### src/rtl/assert_macros.svh
// assertion helpers used by the compressor
`ifndef ASSERT_MACROS_SVH
`define ASSERT_MACROS_SVH

`ifndef SYNTHESIS

`define PSRC_ASSERT_IMPLY(lbl, clk, rst_n, ante, cons) \
    lbl: assert property (@(posedge clk) disable iff (!rst_n) (ante) |-> (cons)) \
        else $error("same-cycle check failed");

`define PSRC_ASSERT_NEXT(lbl, clk, rst_n, ante, cons) \
    lbl: assert property (@(posedge clk) disable iff (!rst_n) (ante) |=> (cons)) \
        else $error("next-cycle check failed");

`else

`define PSRC_ASSERT_IMPLY(lbl, clk, rst_n, ante, cons)

`define PSRC_ASSERT_NEXT(lbl, clk, rst_n, ante, cons)

`endif

`endif

### src/rtl/psrc_pkg.sv
package psrc_pkg;

    // configuration port
    localparam int CFG_IDX_W  = 4;
    localparam int CFG_DATA_W = 32;

    typedef enum logic [CFG_IDX_W-1:0] {
        CFG_SPACE_CENTER_X  = 4'd0,
        CFG_SPACE_CENTER_Y  = 4'd1,
        CFG_SPACE_CENTER_Z  = 4'd2,
        CFG_SPACE_EXTENT    = 4'd3,
        CFG_TIME_CENTER     = 4'd4,
        CFG_TIME_EXTENT     = 4'd5,
        CFG_WAVELENGTH_LOW  = 4'd6,
        CFG_WAVELENGTH_SPAN = 4'd7
    } t_cfg_reg;

    localparam logic [30:0] RST_SPACE_EXTENT = 31'd1024000;
    localparam logic [30:0] RST_TIME_EXTENT  = 31'd204800;
    localparam logic [21:0] RST_WL_LOW       = 22'd15360;
    localparam logic [21:0] RST_WL_SPAN      = 22'd209920;

    // 1239.842 nm*eV in 1/256 nm times 2^-20 eV
    localparam logic [53:0] WAVE_K = 54'd332817552638;

    localparam logic [15:0] CODE_OVF = 16'h8000;
    localparam logic [7:0]  BYTE_MAX = 8'hff;

    // quotient bits of the two dividers
    localparam int POS_QW     = 17;
    localparam int POS_DW     = 32;
    localparam int WAVE_QW    = 9;
    localparam int WAVE_DW    = 55;
    localparam int DIV_STAGES = POS_QW;

    // stages 1..4 prepare, then the divider, then the output register
    localparam int PRE_ST = 4;
    localparam int NST    = PRE_ST + DIV_STAGES + 1;

    localparam int NCH = 4;

    typedef struct packed {
        logic [31:0] rec;
        logic [7:0]  slot;
        logic [7:0]  pol_x;
        logic [7:0]  pol_y;
        logic [7:0]  pol_z;
        logic [5:0]  flag;
        logic [7:0]  mat;
        logic [NCH-1:0] neg;
        logic        under;
    } t_side;

    // round((p+1)*127) with p in Q1.14, saturated to a byte
    function automatic logic [7:0] pol_byte(input logic signed [15:0] p);
        logic signed [17:0] s;
        logic [22:0] n;
        logic [9:0]  q;
        s = $signed({{2{p[15]}}, p}) + 18'sd16384;
        n = 23'(s[15:0]) * 23'd127;
        q = 10'((n + 23'd8192) >> 14);
        if (s[17] || (s == 18'sd0)) begin
            return 8'd0;
        end else if (q > 10'd255) begin
            return BYTE_MAX;
        end
        return q[7:0];
    endfunction

    // one-based index of the lowest set bit, zero if none
    function automatic logic [5:0] lowest_bit(input logic [31:0] f);
        logic [5:0] idx;
        idx = 6'd0;
        for (int i = 31; i >= 0; i--) begin
            if (f[i]) begin
                idx = 6'(i + 1);
            end
        end
        return idx;
    endfunction

    function automatic logic [15:0] fmt_code(input logic ovf, input logic neg,
                                             input logic [POS_QW-1:0] q);
        logic [POS_QW-1:0] nq;
        nq = POS_QW'(~q + 1'b1);
        if (ovf) begin
            return CODE_OVF;
        end else if (neg) begin
            if (q > POS_QW'(32768)) begin
                return CODE_OVF;
            end
            return nq[15:0];
        end else if (q > POS_QW'(32767)) begin
            return CODE_OVF;
        end
        return q[15:0];
    endfunction

    function automatic logic [7:0] fmt_wave(input logic under, input logic ovf,
                                            input logic [WAVE_QW-1:0] q);
        if (under) begin
            return 8'd0;
        end else if (ovf || (q > WAVE_QW'(255))) begin
            return BYTE_MAX;
        end
        return q[7:0];
    endfunction

endpackage

### src/rtl/psrc_div.sv
// restoring divider, one quotient bit per stage; stages past Q_W just hold
module psrc_div
    import psrc_pkg::*;
#(
    parameter int DEN_W  = POS_DW,
    parameter int Q_W    = POS_QW,
    parameter int STAGES = DIV_STAGES
) (
    input  logic              i_clk,
    input  logic [STAGES-1:0] i_load,
    input  logic              i_ovf,
    input  logic [DEN_W-1:0]  i_rem,
    input  logic [Q_W-1:0]    i_bits,
    input  logic [DEN_W-1:0]  i_den,
    output logic              o_ovf,
    output logic [Q_W-1:0]    o_q
);

    logic [DEN_W-1:0] r_rem  [STAGES];
    logic [DEN_W-1:0] r_den  [STAGES];
    logic [Q_W-1:0]   r_bits [STAGES];
    logic [Q_W-1:0]   r_q    [STAGES];
    logic             r_ovf  [STAGES];

    for (genvar g = 0; g < STAGES; g++) begin : g_stage
        logic [DEN_W-1:0] w_rem, w_den, n_rem;
        logic [Q_W-1:0]   w_bits, w_q, n_bits, n_q;
        logic             w_ovf;

        if (g == 0) begin : g_first
            assign w_rem  = i_rem;
            assign w_den  = i_den;
            assign w_bits = i_bits;
            assign w_q    = '0;
            assign w_ovf  = i_ovf;
        end else begin : g_next
            assign w_rem  = r_rem[g-1];
            assign w_den  = r_den[g-1];
            assign w_bits = r_bits[g-1];
            assign w_q    = r_q[g-1];
            assign w_ovf  = r_ovf[g-1];
        end

        if (g < Q_W) begin : g_step
            logic [DEN_W:0] w_t, w_diff;
            logic           w_ge;
            assign w_t    = {w_rem, w_bits[Q_W-1]};
            assign w_ge   = (w_t >= {1'b0, w_den});
            assign w_diff = w_t - {1'b0, w_den};
            assign n_rem  = w_ge ? w_diff[DEN_W-1:0] : w_t[DEN_W-1:0];
            assign n_bits = {w_bits[Q_W-2:0], 1'b0};
            assign n_q    = {w_q[Q_W-2:0], w_ge};
        end else begin : g_hold
            assign n_rem  = w_rem;
            assign n_bits = w_bits;
            assign n_q    = w_q;
        end

        always_ff @(posedge i_clk) begin
            if (i_load[g]) begin
                r_rem[g]  <= n_rem;
                r_den[g]  <= w_den;
                r_bits[g] <= n_bits;
                r_q[g]    <= n_q;
                r_ovf[g]  <= w_ovf;
            end
        end
    end

    assign o_ovf = r_ovf[STAGES-1];
    assign o_q   = r_q[STAGES-1];

endmodule

### config.mk
export PLATFORM = sky130hd
export DESIGN_NAME = psrc_div
export DESIGN_NICKNAME = d
export VERILOG_FILES = /design/src/rtl/assert_macros.svh /design/src/rtl/psrc_pkg.sv /design/src/rtl/psrc_div.sv
export SDC_FILE = /design/constraint.sdc
export NUM_CORES = 2
export LEC_CHECK = 0
export BUFFER_PORTS_ARGS = -buffer_cell sky130_fd_sc_hd__buf_4
export CELL_PAD_IN_SITES_DETAIL_PLACEMENT = 1
export CELL_PAD_IN_SITES_GLOBAL_PLACEMENT = 1
export CORE_MARGIN = 3
export CORE_UTILIZATION = 47
export DETAILED_ROUTE_END_ITERATION = 12
export PLACE_DENSITY = 0.82
export SYNTH_ARGS = -nofsm -noshare
export SYNTH_HDL_FRONTEND = slang
export SYNTH_SLANG_ARGS = --single-unit
### constraint.sdc
create_clock -name i_clk -period 3.5 [get_ports i_clk]
set_input_delay 0.35 -clock i_clk [delete_from_list [all_inputs] [get_ports i_clk]]
set_output_delay 0.35 -clock i_clk [all_outputs]
set_load 0.1 [all_outputs]
==> flow_metrics.env <==
export IMPL_run_status="complete, but fails checks"
export IMPL_violations="setup timing"
export IMPL_setup_tns_ns=-16.28
export IMPL_io_pins=118
export IMPL_numPortBuffers=117
export IMPL_critPathLaunchType="register"
export IMPL_leakage_nw=38.5
export IMPL_yosysSeqAreaShare_pct=53.9
export IMPL_cts_buffers=151
export IMPL_dp_cells=9140
export IMPL_worst_path_max_fanout=8
export IMPL_first_pass_iters=6
export IMPL_die_y_um=403
export IMPL_layout_drive_gt1_share_pct=22.0
export IMPL_place_congestion=0.980
export IMPL_n_antenna_cell=0
export IMPL_rsz0062_at_grt="yes"
export IMPL_period_share_pct=107
export IMPL_detail_route_antenna_nets=0
export IMPL_drv_cap=0
export IMPL_core_region_area_mm2=0.156
export IMPL_mostFrequentLayoutCells="1330 x edfxtp_1, 825 x buf_4, 655 x inv_1, 506 x ha_1, 502 x a21oi_1"
export IMPL_cts_root_buffer="clkbuf_16"
export IMPL_cts_clk_slew_worst_paths_ns=0.06
export IMPL_p_clk_share_pct=18.0
export IMPL_syn_area_mm2=0.0741
export IMPL_cts_tree="yes"
export IMPL_initial_utilization_pct=47.4
export IMPL_min_path_type="primary input to register"
export IMPL_synth_largest_area_cell="edfxtp_1"
export IMPL_grt_pass1_vias=61100
export IMPL_overflow=0
export IMPL_cp_required_ns=4.05
export IMPL_drv_slew=0
export IMPL_synth_top_area_share_pct=53.9
export IMPL_dp_hpwl_um=157000
export IMPL_dieArea_mm2=0.162
export IMPL_power_switching_w=0.0341
export IMPL_final_common_cell="edfxtp_1"
export IMPL_seqPwrFrac_pct=29.2
export IMPL_worstSetupEndpointType="register"
export IMPL_switching_share_pct=38.4
export IMPL_clkLatencyLatePin_ns=0.81
export IMPL_critical_path_class="register to register"
export IMPL_post_route_drc_count=0
export IMPL_yosysWarnings=0
export IMPL_syn_to_final_growth_pct=23.4
export IMPL_final_nets=8098
export IMPL_avgSynthCellArea_um2=11.5
export IMPL_yosys_register_bits=1330
export IMPL_grt_pass1_wl_um=331000
export IMPL_routed_wl_um=225000
export IMPL_fp_dieW_um=403
export IMPL_power_density_mw_per_mm2=972
export IMPL_fin_util_pct=58.5
export IMPL_fmax_mhz=266
export IMPL_synth_async_reset_ratio_pct=0
export IMPL_worst_pin_slew_ns=0.832
export IMPL_synth_area_leaders="edfxtp_1 54%, ha_1 9.2%, a21oi_1 3.6%"
export IMPL_setup_viol=133
export IMPL_grt_max_degree=83
export IMPL_crit_arrival_ns=4.31
export IMPL_cts_sinks=1330
export IMPL_slew_headroom_pct=44.6
export IMPL_drtIter0Drc=2847
export IMPL_final_hold_viol_count=0
export IMPL_rows=145
export IMPL_fin_worst_skew_ns=0.0294
export IMPL_wl_per_cell_um=23.3
export IMPL_antenna_found_initial=0
export IMPL_p_comb_share_pct=52.8
export IMPL_syn_inst=6446
export IMPL_power_w=0.0889
export IMPL_grt_total_usage_pct=26.0
export IMPL_instances_no_fill=9617
export IMPL_period_needed_ns=3.76
export IMPL_via_per_inst=5.70
export IMPL_synth_edff_count=1330
export IMPL_htree_levels=4
export IMPL_synth_distinct_cells=85
export IMPL_setup_ws_ns=-0.262
export IMPL_ys_flop_type="edfxtp_1"
export IMPL_vias=54800
export IMPL_ir_drop_mv=0.615
export IMPL_internal_power_w=0.0548
export IMPL_cts_buffer_depth=3
export IMPL_syn_nets=7106
==> stage by stage <==
stage	setup slack, ns	hold WS (ns)	instance area (um^2)
2_1_floorplan	0.0400	0.400	74100
3_3_place_gp	-0.737	0.402	82500
3_5_place_dp	-0.795	0.405	82500
4_1_cts	-0.377	0.0122	89800
5_1_grt	-0.344	0.0492	91500
6_report	-0.262	0.0579	91500
==> cells in the mapped netlist (49+ instances only) <==
master / number
edfxtp_1: 1330
inv_1: 670
ha_1: 544
a21oi_1: 533
nand2_1: 422
o21ai_0: 379
nor2_1: 347
a21o_1: 296
xnor2_1: 266
mux2_2: 214
xor2_1: 166
clkbuf_1: 125
nand3_1: 97
nand4_1: 92
nor3_1: 82
nor2b_1: 80
o21a_1: 71
o21bai_1: 58
nand2b_1: 53
a31oi_1: 49
==> logic make-up (layout without fill, tap and decap cells) <==
| group | after synthesis | after routing | synth area share [%] |
|---|---|---|---|
| AO/OA/AOI/OAI | 1706 | 1707 | 14.5 |
| buffers and inverters | 828 | 1940 | 4.31 |
| AND/OR/NAND/NOR | 1326 | 1326 | 8.42 |
| multiplexers | 264 | 264 | 4.11 |
| flip-flops | 1330 | 1330 | 53.9 |
| XOR/XNOR | 432 | 432 | 5.11 |
| adder cells (fa/ha/maj) | 560 | 560 | 9.62 |
==> sequential cells by signal, indices dropped and copies added (netlist names) <==
| register | flops |
|---|---|
| r_ovf | 17 |
| r_bits | 136 |
| r_q | 153 |
| r_den | 512 |
| r_rem | 512 |
==> repair_timing <==
item	4_1_cts	5_1_grt
pin swaps	56	104
gates cloned	13	13
resized for setup	193	246
endpoints found under the setup margin	377	412
hold endpoints to repair	207	0
hold buffers	86	0
setup buffers	41	60
==> per-layer routing <==
metal	vias up	GRT usage, %	wire (um)
li1	25700	-	-
met1	27000	22.7	71400
met2	1317	52.7	126000
met3	781	3.00	5720
met4	0	19.7	21100
met5	-	0	0
==> power by group through the flow <==
| stage | Combinational (W) | Sequential, W | Clock [W] |
|---|---|---|---|
| CTS | 0.0436 | 0.0258 | 0.0162 |
| global route | 0.0506 | 0.0262 | 0.0169 |
| floorplan | 0.0265 | 0.0251 | 0 |
| detailed placement | 0.0405 | 0.0260 | 0 |
| global placement | 0.0387 | 0.0258 | 0 |
| finish | 0.0469 | 0.0259 | 0.0160 |
==> worst max-delay path, cell delays in order, from the launching register on <==
cell	delay [ns]
edfxtp_1	0.46
inv_1	0.26
ha_1	0.33
a21o_1	0.21
a221oi_2	0.09
buf_4	0.15
o21bai_1	0.17
a211oi_2	0.08
buf_4	0.15
a21oi_4	0.24
and3_4	0.25
o2111ai_4	0.13
a31oi_4	0.25
buf_12	0.18
clkbuf_16	0.21
mux2_4	0.32
==> area by class of cell <==
class                           count  area, um^2
Timing Repair Buffer              995        8670
Sequential cell                  1330       39900
Clock inverter                    107        1150
Multi-Input combinational cell   4289       32800
Inverter                          671        2520
Clock buffer                      167        3840
Tap cell                         2058        2570
Fill cell                       16000       64900
==> worst paths after layout <==
check / cells after the start / startpoint / slack (ns) / end
worst max-delay path: 15 / r_den[0][261]$_DFFE_PP_ / -0.26 / r_rem[0][303]$_DFFE_PP_
worst min-delay path: 2 / i_load[6] / 0.06 / r_bits[0][103]$_DFFE_PP_
worst min register to register: 0 / r_q[1][1]$_DFFE_PP_ / 0.41 / r_q[1][19]$_DFFE_PP_
worst max register to register: 15 / r_den[0][261]$_DFFE_PP_ / -0.26 / r_rem[0][303]$_DFFE_PP_
Note: power is estimated with default switching activity, not from simulation.
